**src/rtl/pixel_format_color_mapper_macros.svh**
```systemverilog
// Assertion macros shared by the pixel format color mapper RTL.
`ifndef PIXEL_FORMAT_COLOR_MAPPER_MACROS_SVH
`define PIXEL_FORMAT_COLOR_MAPPER_MACROS_SVH

// Same-cycle implication, clocked on clk, disabled in reset.
`define PFCM_AST_IMP(lbl, ante, cons, msg) \
  lbl: assert property (@(posedge clk) disable iff (!rst_n) (ante) |-> (cons)) \
    else $error(msg);

// Next-cycle implication, clocked on clk, disabled in reset.
`define PFCM_AST_NXT(lbl, ante, cons, msg) \
  lbl: assert property (@(posedge clk) disable iff (!rst_n) (ante) |=> (cons)) \
    else $error(msg);

`endif

```
**src/rtl/pfcm_pkg.sv**
```systemverilog
// Types and constants of the pixel format color mapper.
package pfcm_pkg;

  localparam int CHAN_W    = 8;
  localparam int PIX_W     = 32;
  localparam int IDX_W     = 8;
  localparam int CNT_W     = 9;
  localparam int DIST_W    = 18;
  localparam int SHIFT_W   = 5;
  localparam int LOSS_W    = 3;
  localparam int RUN_W     = 4;
  localparam int ENT_W     = 3 * CHAN_W;
  localparam int IN_W      = 72;
  localparam int OUT_W     = 64;
  localparam int CFG_IDX_W = 3;

  localparam logic [DIST_W-1:0] DIST_START = DIST_W'((256 * 256) * 3);
  localparam logic [CHAN_W-1:0] FULL_ALPHA = 8'hFF;

  localparam logic [1:0] FN_WRITE  = 2'd0;
  localparam logic [1:0] FN_MAP    = 2'd1;
  localparam logic [1:0] FN_UNPACK = 2'd2;

  localparam logic [CFG_IDX_W-1:0] CFG_RED_MASK   = 3'd0;
  localparam logic [CFG_IDX_W-1:0] CFG_GREEN_MASK = 3'd1;
  localparam logic [CFG_IDX_W-1:0] CFG_BLUE_MASK  = 3'd2;
  localparam logic [CFG_IDX_W-1:0] CFG_ALPHA_MASK = 3'd3;
  localparam logic [CFG_IDX_W-1:0] CFG_PAL_MODE   = 3'd4;
  localparam logic [CFG_IDX_W-1:0] CFG_PAL_COUNT  = 3'd5;

  localparam logic [1:0] CH_RED   = 2'd0;
  localparam logic [1:0] CH_GREEN = 2'd1;
  localparam logic [1:0] CH_BLUE  = 2'd2;
  localparam logic [1:0] CH_ALPHA = 2'd3;

  typedef struct packed {
    logic [SHIFT_W-1:0] shift;
    logic [LOSS_W-1:0]  loss;
  } chan_fmt_t;

  typedef struct packed {
    logic             done;
    logic [IDX_W-1:0] index;
  } srch_stat_t;

  typedef enum logic [5:0] {
    S_IDLE = 6'b000001,
    S_SCAN = 6'b000010,
    S_CHAN = 6'b000100,
    S_SRCH = 6'b001000,
    S_PRD  = 6'b010000,
    S_DONE = 6'b100000
  } state_t;

endpackage

```
**src/rtl/pfcm_scan.sv**
```systemverilog
// Bit-serial mask scanner: finds a channel mask's shift and loss.
module pfcm_scan
  import pfcm_pkg::*;
(
  input  logic             clk,
  input  logic             rst_n,
  input  logic             start,
  input  logic [PIX_W-1:0] mask,
  output logic             done,
  output chan_fmt_t        fmt
);

  logic               busy_r;
  logic               done_r;
  logic [PIX_W-1:0]   bits_r;
  logic [SHIFT_W-1:0] pos_r;
  logic               found_r;
  logic [SHIFT_W-1:0] spos_r;
  logic [RUN_W-1:0]   run_r;
  chan_fmt_t          fmt_r;

  logic               bit_c;
  logic               found_nxt;
  logic [RUN_W-1:0]   run_nxt;
  logic [SHIFT_W-1:0] spos_nxt;
  logic               finish;
  logic [LOSS_W-1:0]  loss_c;

  always_comb begin
    bit_c     = bits_r[0];
    found_nxt = found_r | bit_c;
    run_nxt   = bit_c ? (found_r ? run_r + RUN_W'(1) : RUN_W'(1)) : run_r;
    spos_nxt  = (bit_c && !found_r) ? pos_r : spos_r;
    finish    = busy_r && ((bits_r == '0) || (found_r && !bit_c) ||
                           (run_nxt == RUN_W'(CHAN_W)));
    if (!found_nxt || (run_nxt >= RUN_W'(CHAN_W))) begin
      loss_c = '0;
    end else begin
      loss_c = LOSS_W'(RUN_W'(CHAN_W) - run_nxt);
    end
  end

  always_ff @(posedge clk) begin
    if (!rst_n) begin
      busy_r <= 1'b0;
      done_r <= 1'b0;
    end else begin
      done_r <= finish;
      if (start) begin
        busy_r <= 1'b1;
      end else if (finish) begin
        busy_r <= 1'b0;
      end
    end
  end

  always_ff @(posedge clk) begin
    if (start) begin
      bits_r  <= mask;
      pos_r   <= '0;
      found_r <= 1'b0;
      spos_r  <= '0;
      run_r   <= '0;
    end else if (finish) begin
      fmt_r <= '{shift: spos_nxt, loss: loss_c};
    end else if (busy_r) begin
      bits_r  <= bits_r >> 1;
      pos_r   <= pos_r + SHIFT_W'(1);
      found_r <= found_nxt;
      spos_r  <= spos_nxt;
      run_r   <= run_nxt;
    end
  end

  assign done = done_r;
  assign fmt  = fmt_r;

endmodule

```
**config.mk**
```make
export PLATFORM = sky130hd
export DESIGN_NAME = pfcm_scan
export DESIGN_NICKNAME = d
export VERILOG_FILES = /design/src/rtl/pixel_format_color_mapper_macros.svh /design/src/rtl/pfcm_pkg.sv /design/src/rtl/pfcm_scan.sv
export SDC_FILE = /design/constraint.sdc
export NUM_CORES = 1
export LEC_CHECK = 0
export ABC_AREA = 1
export BUFFER_PORTS_ARGS = -buffer_cell sky130_fd_sc_hd__buf_2
export CORE_AREA = 3 3 75 91
export CTS_BUF_LIST = sky130_fd_sc_hd__clkbuf_8
export CTS_CLUSTER_SIZE = 40
export DETAILED_ROUTE_END_ITERATION = 16
export DIE_AREA = 0 0 78 94
export SETUP_SLACK_MARGIN = 0.2
export SYNTH_ARGS = -nofsm -noshare
export SYNTH_HDL_FRONTEND = slang
export SYNTH_SLANG_ARGS = --single-unit
export TNS_END_PERCENT = 5
```
**constraint.sdc**
```tcl
create_clock -name clk -period 7.48 [get_ports clk]
set_clock_uncertainty 0.15 [all_clocks]
set_input_delay 0 -clock clk [delete_from_list [all_inputs] [get_ports clk]]
set_output_delay 0 -clock clk [all_outputs]
set_load 0.1 [all_outputs]
```
==> impl_metrics.csv <==
group,metric,value,unit
timing,max_slew.worst_pin.slew,943,ps
synth,syn_nets,345,
grt,grt_start_max_net_pins,47,
die,die_h,94,µm
grt,grt_first_pass_wirelength,9.03,mm
finish,mostFrequentLayoutCell,"nand2_1",
timing,fin_crit,2940,ps
synth,synth.area.top_cells,"edfxtp_1 45%, nand2_1 18%, dfxtp_1 13%, nor2_1 4.7%, nand4_1 2.8%",
timing,slew-limit-headroom,36.7,%
worst_hold_path,hold_path_end,"pos_r[2]$_SDFFE_PP0P_",
finish,finalInstanceArea,3500,µm²
finish,post-route-util,57.8,%
die,core-area,6050,µm²
cts,numClockSinks,57,
synth,synth_top_area_share,44.5,%
worst_hold_path,min_from,"start",
timing,report.final.slew_viol_count,0,
synth,ys.warnings.count,0,
timing,fin_ws,4540,ps
synth,syn_area,2700,µm²
worst_setup_path,worstPathMaxFanout,32,
timing,finalHoldViolations,0,
synth,syn_inst,307,
worst_setup_path,end_kind,"flop",
placement,dp_cells,421,
cts,worstSkewPairLatency,340,ps
finish,syn2layout_area_growth,29.6,%
worst_hold_path,holdPathStages,3,
finish,fillers,556,
placement,gp_congestion,0.780,
timing,setup_viol,0,
power_and_ir_drop,power_leakage,0.00160,µW
detailed_routing,wl_per_cell,11.5,µm
die,io_pins,44,
die,die_w,78,µm
timing,rsz0062_at_grt,"no",
worst_setup_path,path_class,"flop to flop",
worst_setup_path,r2r_end,"bits_r[0]$_DFFE_PP_",
grt,grt_usage,16.0,%
placement,dp_hpwl,3.37,mm
worst_setup_path,r2r_cells,11,
detailed_routing,route.detailed.drc,0,
die,start_util,44.6,%
outcome,status,"completed",
cts,cts_max_path_buffers,2,
placement,place_area,2960,µm²
worst_setup_path,worst_ep_required_time,7320,ps
grt,grt_overflow,0,
timing,fmax,0.340,GHz
cts,cts-htree-levels,3,
finish,nNetsFinal,421,
placement,preCtsSetupSlack,4530,ps
die,die_area,7330,µm²
cts,cts_tree,"yes",
synth,synth.distinct_cells,29,
detailed_routing,vias_per_cell,4.63,
power_and_ir_drop,ir_worst_vdd,0.000156,V
worst_setup_path,startpoint_type,"flop",
finish,antenna_cells,0,
detailed_routing,drt_wl_total,5.40,mm
grt,grt_pass1_vias,2075,
cts,path_clk_slew,60,ps
synth,yosys_register_bits,57,
worst_setup_path,r2r_slack,4540,ps
synth,synth_area_leader_cell,"edfxtp_1",
grt,antenna_found_initial,0,
timing,tns,0,ps
power_and_ir_drop,powerDensity,221,nW/µm²
finish,final_cell_mix,"129 x nand2_1, 43 x buf_2, 40 x edfxtp_1",
finish,drive_gt1_share,18.8,%
finish,layout.cells.non_filler,470,
placement,portBuffers,43,
timing,finalCritPeriodShare,39.4,%
detailed_routing,dr.pass1.iters,5,
worst_setup_path,rr_startpoint,"bits_r[0]$_DFFE_PP_",
die,num_rows,31,
detailed_routing,drt_iter0_markers,149,
detailed_routing,num_vias,2174,
worst_hold_path,worstHoldPathType,"input port to flop",
synth,synth_seq_area_share,57.1,%
synth,avgSynthCellArea,8.79,µm²
cts,cts-root-buf,"clkbuf_8",
job,max_cap_violations,0,
worst_setup_path,arrival,2790,ps
detailed_routing,ant_nets,0,
cts,cts-buffers-inserted,9,
==> cell usage after synthesis <==
master	number
buf_8	1
nor2_1	34
nor2_4	1
ha_1	3
o22ai_1	1
mux2i_1	4
clkinv_1	1
dfxtp_1	17
buf_1	1
a21oi_1	9
buf_6	1
nor2_2	2
xor2_1	1
a21oi_2	5
nand3_4	1
nand2_2	3
nand2_1	129
nand3_2	1
o21ai_0	4
inv_1	18
nand2_4	1
nor3_1	2
clkbuf_1	8
buf_4	1
xnor2_1	2
nand3_1	3
edfxtp_1	40
nand4_1	12
buf_2	1
==> worst max-delay path by stage <==
stage | from | end | slack [ps] | cells past startpoint
final | bits_r[0]$_DFFE_PP_ | bits_r[0]$_DFFE_PP_ | 4540 | 11
after global routing | bits_r[0]$_DFFE_PP_ | bits_r[0]$_DFFE_PP_ | 4230 | 11
after CTS | bits_r[0]$_DFFE_PP_ | bits_r[3]$_DFFE_PP_ | 4530 | 11
after detailed placement | bits_r[0]$_DFFE_PP_ | bits_r[22]$_DFFE_PP_ | 4530 | 11
after global placement | bits_r[0]$_DFFE_PP_ | bits_r[22]$_DFFE_PP_ | 4600 | 11
after floorplan | bits_r[0]$_DFFE_PP_ | bits_r[0]$_DFFE_PP_ | 4630 | 11
==> flip-flops by register name, summed over array words and instances (netlist names) <==
| signal | flops |
|---|---|
| bits_r | 32 |
| busy_r | 1 |
| done | 1 |
| fmt | 8 |
| found_r | 1 |
| pos_r | 5 |
| run_r | 4 |
| spos_r | 5 |
==> worst max-delay path, stage by stage (launching register included) <==
cell and delay (ps):
edfxtp_1 540, nand2_2 260, inv_1 100, nor3_1 200
inv_1 70, ha_1 190, nand2_1 80, inv_1 70
nand2_4 150, nand3_4 220, nand2_1 130, buf_4 400
==> repair_timing <==
item                      in CTS  in global routing
buffers inserted               0                  0
hold endpoints to repair      34                  0
hold buffers                  33                  0
gates resized for setup        0                  0
==> stage by stage <==
stage,hold slack [ps],total power (µW)
detailed placement,109,468
finish,87.9,774
CTS,61.7,780
floorplan,-18.5,446
global route,94.2,810
global placement,108,467
==> layout make-up <==
cell class	count	area [µm²]	area share, %
flip-flops and latches	57	1540	44.1
multi-input cells	218	1010	29.0
repair buffers	78	561	16.0
clock buffers	12	165	4.72
well taps	82	103	2.93
inverters	19	71.3	2.04
clock inverters	4	42.5	1.22
==> per-layer routing <==
| metal | global-route usage [%] | vias to the layer above | part of all wire (%) |
|---|---|---|---|
| met3 | 4.41 | 13 | 4.0 |
| met2 | 26.0 | 48 | 49 |
| li1 | - | 1149 | - |
| met4 | 9.77 | 0 | 2.6 |
| met1 | 18.8 | 964 | 45 |
| met5 | 0 | - | 0 |
==> cell families after synthesis <==
family,after synthesis,synth area share (%)
and+or+nand+nor,189,29.4
DFF,57,57.1
buffers and inverters,32,5.33
AOI/OAI and AO/OA,19,4.27
muxes,4,1.48
xor gates and xnor gates,3,0.974
adders and majority gates,3,1.39
==> report_power, final <==
group	internal, µW	switching [µW]
sequential	367	15.7
combinational	39.6	51.4
clock	178	122
Power figures use the tool's default switching activity.
