### config.mk
export PLATFORM = sky130hd
export DESIGN_NAME = pfcm_search
export DESIGN_NICKNAME = d
export VERILOG_FILES = /design/src/rtl/pixel_format_color_mapper_macros.svh /design/src/rtl/pfcm_pkg.sv /design/src/rtl/pfcm_search.sv
export SDC_FILE = /design/constraint.sdc
export NUM_CORES = 1
export LEC_CHECK = 0
export BUFFER_PORTS_ARGS = -buffer_cell sky130_fd_sc_hd__buf_2
export CAP_MARGIN = 25
export CORE_MARGIN = 2
export CORE_UTILIZATION = 32
export DETAILED_ROUTE_END_ITERATION = 8
export PLACE_DENSITY = 0.59
export SETUP_SLACK_MARGIN = 0.3
export SYNTH_ARGS = -nofsm -noshare
export SYNTH_HDL_FRONTEND = slang
export SYNTH_SLANG_ARGS = --single-unit
### constraint.sdc
create_clock -name clk -period 6.15 [get_ports clk]
set_input_delay 0.9225 -clock clk [delete_from_list [all_inputs] [get_ports clk]]
set_output_delay 0.9225 -clock clk [all_outputs]
set_load 0.005 [all_outputs]
### src/rtl/pixel_format_color_mapper_macros.svh
// Assertion macros shared by the pixel format color mapper RTL.
`ifndef PIXEL_FORMAT_COLOR_MAPPER_MACROS_SVH
`define PIXEL_FORMAT_COLOR_MAPPER_MACROS_SVH

// Same-cycle implication, clocked on clk, disabled in reset.
`define PFCM_AST_IMP(lbl, ante, cons, msg) \
  lbl: assert property (@(posedge clk) disable iff (!rst_n) (ante) |-> (cons)) \
    else $error(msg);

// Next-cycle implication, clocked on clk, disabled in reset.
`define PFCM_AST_NXT(lbl, ante, cons, msg) \
  lbl: assert property (@(posedge clk) disable iff (!rst_n) (ante) |=> (cons)) \
    else $error(msg);

`endif

### src/rtl/pfcm_pkg.sv
// Types and constants of the pixel format color mapper.
package pfcm_pkg;

  localparam int CHAN_W    = 8;
  localparam int PIX_W     = 32;
  localparam int IDX_W     = 8;
  localparam int CNT_W     = 9;
  localparam int DIST_W    = 18;
  localparam int SHIFT_W   = 5;
  localparam int LOSS_W    = 3;
  localparam int RUN_W     = 4;
  localparam int ENT_W     = 3 * CHAN_W;
  localparam int IN_W      = 72;
  localparam int OUT_W     = 64;
  localparam int CFG_IDX_W = 3;

  localparam logic [DIST_W-1:0] DIST_START = DIST_W'((256 * 256) * 3);
  localparam logic [CHAN_W-1:0] FULL_ALPHA = 8'hFF;

  localparam logic [1:0] FN_WRITE  = 2'd0;
  localparam logic [1:0] FN_MAP    = 2'd1;
  localparam logic [1:0] FN_UNPACK = 2'd2;

  localparam logic [CFG_IDX_W-1:0] CFG_RED_MASK   = 3'd0;
  localparam logic [CFG_IDX_W-1:0] CFG_GREEN_MASK = 3'd1;
  localparam logic [CFG_IDX_W-1:0] CFG_BLUE_MASK  = 3'd2;
  localparam logic [CFG_IDX_W-1:0] CFG_ALPHA_MASK = 3'd3;
  localparam logic [CFG_IDX_W-1:0] CFG_PAL_MODE   = 3'd4;
  localparam logic [CFG_IDX_W-1:0] CFG_PAL_COUNT  = 3'd5;

  localparam logic [1:0] CH_RED   = 2'd0;
  localparam logic [1:0] CH_GREEN = 2'd1;
  localparam logic [1:0] CH_BLUE  = 2'd2;
  localparam logic [1:0] CH_ALPHA = 2'd3;

  typedef struct packed {
    logic [SHIFT_W-1:0] shift;
    logic [LOSS_W-1:0]  loss;
  } chan_fmt_t;

  typedef struct packed {
    logic             done;
    logic [IDX_W-1:0] index;
  } srch_stat_t;

  typedef enum logic [5:0] {
    S_IDLE = 6'b000001,
    S_SCAN = 6'b000010,
    S_CHAN = 6'b000100,
    S_SRCH = 6'b001000,
    S_PRD  = 6'b010000,
    S_DONE = 6'b100000
  } state_t;

endpackage

### src/rtl/pfcm_search.sv
// Nearest palette entry search: walks entries through a read/square/compare pipe.
module pfcm_search
  import pfcm_pkg::*;
#(
  parameter int DEPTH = 256,
  localparam int AW = $clog2(DEPTH)
) (
  input  logic              clk,
  input  logic              rst_n,
  input  logic              start,
  input  logic [CNT_W-1:0]  n,
  input  logic [CHAN_W-1:0] key_red,
  input  logic [CHAN_W-1:0] key_green,
  input  logic [CHAN_W-1:0] key_blue,
  output logic [AW-1:0]     raddr,
  input  logic [ENT_W-1:0]  ent,
  output srch_stat_t        stat
);

  logic                    busy_r;
  logic                    done_r;
  logic [CNT_W-1:0]        ia_r;
  logic                    p1_v_r;
  logic                    p2_v_r;
  logic [AW-1:0]           p1_idx_r;
  logic [AW-1:0]           p2_idx_r;
  logic [2:0][2*CHAN_W-1:0] sq_r;
  logic [DIST_W-1:0]       best_r;
  logic [AW-1:0]           res_r;

  logic                    issue;
  logic [2:0][CHAN_W-1:0]  ad_c;
  logic [DIST_W-1:0]       d_c;
  logic                    better;
  logic                    hit;
  logic                    finish;

  always_comb begin
    issue   = busy_r && (ia_r < n);
    ad_c[0] = (ent[23:16] >= key_red)   ? ent[23:16] - key_red   : key_red - ent[23:16];
    ad_c[1] = (ent[15:8] >= key_green)  ? ent[15:8] - key_green  : key_green - ent[15:8];
    ad_c[2] = (ent[7:0] >= key_blue)    ? ent[7:0] - key_blue    : key_blue - ent[7:0];
    d_c     = DIST_W'(sq_r[0]) + DIST_W'(sq_r[1]) + DIST_W'(sq_r[2]);
    better  = busy_r && p2_v_r && (d_c < best_r);
    hit     = better && (d_c == '0);
    finish  = busy_r && (hit || (!issue && !p1_v_r && !p2_v_r));
  end

  assign raddr = ia_r[AW-1:0];

  always_ff @(posedge clk) begin
    if (!rst_n) begin
      busy_r <= 1'b0;
      done_r <= 1'b0;
      ia_r   <= '0;
      p1_v_r <= 1'b0;
      p2_v_r <= 1'b0;
    end else begin
      done_r <= finish;
      if (start) begin
        busy_r <= 1'b1;
        ia_r   <= '0;
        p1_v_r <= 1'b0;
        p2_v_r <= 1'b0;
      end else begin
        if (finish) begin
          busy_r <= 1'b0;
        end
        if (issue) begin
          ia_r <= ia_r + CNT_W'(1);
        end
        p1_v_r <= issue;
        p2_v_r <= p1_v_r;
      end
    end
  end

  always_ff @(posedge clk) begin
    p1_idx_r <= ia_r[AW-1:0];
    p2_idx_r <= p1_idx_r;
    for (int k = 0; k < 3; k++) begin
      sq_r[k] <= (2*CHAN_W)'(ad_c[k]) * (2*CHAN_W)'(ad_c[k]);
    end
    if (start) begin
      best_r <= DIST_START;
      res_r  <= '0;
    end else if (better) begin
      best_r <= d_c;
      res_r  <= p2_idx_r;
    end
  end

  assign stat = '{done: done_r, index: IDX_W'(res_r)};

endmodule

==> results.py <==
metrics = {
    "status": {
        "outcome": "finished, violations left",
        "violations": "setup timing",
    },
    "cts": {
        "clock_sink_count": 100,
        "cts.htree.levels": 3,
        "clkLatencyLatePin_ns": 0.35,
        "cts_tree": "done",
        "clock_buffer_depth": 2,
        "cts_buffers": 9,
        "clkSlewWorstSetupHoldPaths_ns": 0.07,
        "cts-root-buf": "sky130_fd_sc_hd__clkbuf_16",
    },
    "critical_path": {
        "critical_path_launch_point_type": "input pin",
        "critical-path-top-cell-by-count": "sky130_fd_sc_hd__fa_1",
        "crit_path_max_delay_cell_type": "sky130_fd_sc_hd__fa_1",
        "timing.critical_path.buf_inv": 8,
        "critPathCaptureType": "flop",
        "required_worst_endpoint_ns": 6.38,
        "critical_path_peak_fanout": 5,
        "cp_top_family": "adder cells",
        "crit_path_max_incr_delay_ns": 0.53,
        "critical_path_class": "input pin to flop",
        "data_arrival_time_of_the_critical_path_ns": 6.39,
    },
    "timing": {
        "timing.final.max_slew_violations": 0,
        "finalClockSkew_ns": 0.00914,
        "finalHoldViolations": 0,
        "layout_worst_path_cycle_share": 1.00,
        "tightestPinTransition_ns": 0.666,
        "final.min_clock_period_ns": 6.15,
        "post-route-worst-setup-slack_ns": -0.00460,
        "setup_tns_ns": -0.00460,
        "rsz_0062_raised_after_global_routing": "true",
        "setup_viol_count_final": 1,
        "fmax_mhz": 162,
        "slew_headroom": 0.556,
    },
    "die": {
        "design.core.area_um2": 34400,
        "die_w_um": 190,
        "rows": 68,
        "fp.dieH_um": 190,
        "top_level_ports": 77,
        "initial_core_util": 0.323,
        "die-area_um2": 36200,
    },
    "route": {
        "drc": 0,
        "met2_wirelength_um": 11300,
        "dr.pass1.iters": 5,
        "route.vias.total": 8979,
        "sum_of_met3_wire_segment_lengths_after_detailed_routing_um": 470,
        "vias_per_cell": 4.50,
        "routedWlPerCell_um": 11.5,
        "drt_iter0_drc": 199,
        "top_layer": "met4",
        "wirelength_met1_um": 11000,
        "antenna_left": 0,
        "routed_wirelength_um": 22900,
    },
    "place": {
        "hpwlAfterDp_um": 18700,
        "port_buffers": 76,
        "instance_count_after_placement_with_tap_cells_included": 1934,
        "gp_routability_congestion": 0.809,
    },
    "cells_and_area": {
        "insertedDiodeCount": 0,
        "layout.nets": 1866,
        "seqCellArea_um2": 2000,
        "final_layout_size_suffix_gt1_frac": 0.321,
        "multiInputGateArea_um2": 9010,
        "final_util": 0.430,
        "final_cells": 1995,
        "flow.area_growth_from_synthesis_pct": 33.1,
        "fillcell_total": 3362,
    },
    "synthesis": {
        "postSynth.topFlopCell": "sky130_fd_sc_hd__dfxtp_1",
        "yosys_warnings": 0,
        "ys_types": 74,
        "synthDominantAreaCellType": "sky130_fd_sc_hd__ha_1",
        "ys_seq_elements": 100,
        "netlist_top_cells_area": "sky130_fd_sc_hd__ha_1 (20%), sky130_fd_sc_hd__dfxtp_1 (18%), sky130_fd_sc_hd__fa_1 (17%), sky130_fd_sc_hd__inv_1 (7.8%), sky130_fd_sc_hd__nor2_1 (4.8%)",
        "synth_edf_count": 0,
        "mappedNetlistArea_um2": 11100,
        "post_synth_inst_count": 1267,
        "area_fraction_of_the_dominant_cell_type_after_synthesis": 0.196,
        "yosysSeqAreaShare": 0.180,
        "syn_area_cell_um2": 8.76,
        "share_of_synthesized_flip_flops_with_an_asynchronous_set_or_reset": 0,
    },
    "global_routing": {
        "globalRoute.totalOverflow": 0,
        "via_count_of_the_first_global_routing_pass": 8915,
        "grt_first_pass_wirelength_um": 40400,
        "grt_antenna_before_repair": 0,
        "groute.usage.overall": 0.132,
        "grt_start_max_net_pins": 32,
    },
    "worst_hold_path": {
        "hp-class": "flop to flop",
    },
    "flow_run": {
        "maxCapViolations": 0,
    },
}
[metal layers]
metal  GRT usage  vias up
met1       0.178     4230
met5           0        -
met2       0.232       71
li1            -     4666
met4      0.0218        0
met3      0.0151       12
[final timing paths]
check        cells after the start   startpoint  slack, ns          end
min reg2reg                      0  p1_idx_r[5]       0.33  p2_idx_r[5]
min                              0  p1_idx_r[5]       0.33  p2_idx_r[5]
max                             27      ent[16]     -0.005     sq_r[15]
max reg2reg                     15      sq_r[9]       1.76       busy_r
[kinds of logic after synthesis]
logic type,Yosys count,synth area share
AO/OA/AOI/OAI,195,0.119
XOR/XNOR,82,0.0661
adder cells (fa/ha/maj),271,0.371
buffers and inverters,260,0.0919
flip-flops,100,0.180
multiplexers,33,0.0298
other,2,0.000677
AND/OR/NAND/NOR,324,0.141
[cell usage in the layout (no fill, tap or decap), types with 11 or more instances in the layout]
cell type / netlist / final
sky130_fd_sc_hd__nand3_1: 16 / 14
sky130_fd_sc_hd__a21oi_1: 56 / 39
sky130_fd_sc_hd__buf_2: 5 / 73
sky130_fd_sc_hd__o21ai_0: 26 / 23
sky130_fd_sc_hd__mux2i_1: 33 / 26
sky130_fd_sc_hd__fa_1: 97 / 88
sky130_fd_sc_hd__a21o_1: 19 / 19
sky130_fd_sc_hd__nor2_1: 143 / 121
sky130_fd_sc_hd__buf_4: 10 / 194
sky130_fd_sc_hd__nand2_1: 34 / 33
sky130_fd_sc_hd__nor2_2: 1 / 14
sky130_fd_sc_hd__ha_1: 174 / 149
sky130_fd_sc_hd__o21ai_1: 11 / 11
sky130_fd_sc_hd__xor2_1: 24 / 21
sky130_fd_sc_hd__nor2b_1: 19 / 16
sky130_fd_sc_hd__inv_2: 4 / 37
sky130_fd_sc_hd__o21a_1: 14 / 14
sky130_fd_sc_hd__ha_4: 0 / 22
sky130_fd_sc_hd__nor3_1: 26 / 17
sky130_fd_sc_hd__a21oi_2: 1 / 15
sky130_fd_sc_hd__inv_1: 231 / 194
sky130_fd_sc_hd__dfxtp_1: 100 / 100
sky130_fd_sc_hd__xnor2_1: 56 / 48
[timing repair]
action	4_1_cts	5_1_grt
hold buffers	0	0
endpoints found under the setup margin	15	22
setup buffers	25	18
cloned	2	0
pin swaps	81	80
gates resized for setup	55	56
[sequential cells by signal, indices dropped and copies added, names as in the netlist]
name	cells
p2_idx_r	8
p2_v_r	1
busy_r	1
ia_r	9
sq_r	45
best_r	18
p1_v_r	1
p1_idx_r	8
res_r	8
done_r	1
[Yosys cell counts (5+ instances only)]
cell type	count
sky130_fd_sc_hd__inv_1	231
sky130_fd_sc_hd__o21ai_1	11
sky130_fd_sc_hd__o21ai_0	26
sky130_fd_sc_hd__fa_1	97
sky130_fd_sc_hd__xor2_1	24
sky130_fd_sc_hd__or2_2	15
sky130_fd_sc_hd__a21oi_1	56
sky130_fd_sc_hd__o21a_1	14
sky130_fd_sc_hd__a31oi_1	5
sky130_fd_sc_hd__a21o_1	19
sky130_fd_sc_hd__and3_1	9
sky130_fd_sc_hd__nand3_1	16
sky130_fd_sc_hd__nor2_1	143
sky130_fd_sc_hd__o21bai_1	7
sky130_fd_sc_hd__or2_1	11
sky130_fd_sc_hd__nand2_1	34
sky130_fd_sc_hd__a211oi_1	5
sky130_fd_sc_hd__dfxtp_1	100
sky130_fd_sc_hd__nand2b_1	11
sky130_fd_sc_hd__ha_1	174
sky130_fd_sc_hd__mux2i_1	33
sky130_fd_sc_hd__nand4_1	8
sky130_fd_sc_hd__xnor2_1	56
sky130_fd_sc_hd__buf_2	5
sky130_fd_sc_hd__o211ai_1	9
sky130_fd_sc_hd__buf_4	10
sky130_fd_sc_hd__clkbuf_1	9
sky130_fd_sc_hd__or3_1	10
sky130_fd_sc_hd__nor2b_1	19
sky130_fd_sc_hd__nor3_1	26
[stage by stage]
| stage | worst slack [ns] | cell area (µm²) | hold slack (ns) |
|---|---|---|---|
| 6_report | -0.00460 | 14800 | 0.329 |
| 5_1_grt | -0.260 | 14800 | 0.336 |
| 4_1_cts | 0.0553 | 14400 | 0.330 |
| 3_5_place_dp | -0.498 | 13700 | 0.313 |
| 3_3_place_gp | -0.410 | 13700 | 0.312 |
| 2_1_floorplan | 0.0522 | 11700 | 0.310 |
[area by class of cell]
class / instances / share of cell area
clock buffers: 9 / 0.0152
clock inverters: 7 / 0.00390
inverters: 235 / 0.0624
multi-input cells: 911 / 0.610
flip-flops and latches: 100 / 0.136
well taps: 455 / 0.0385
repair buffers: 278 / 0.134
Power is left out: the tool's default activity adds up to more than one toggle a clock period on the data nets, which glitch-free logic cannot reach.
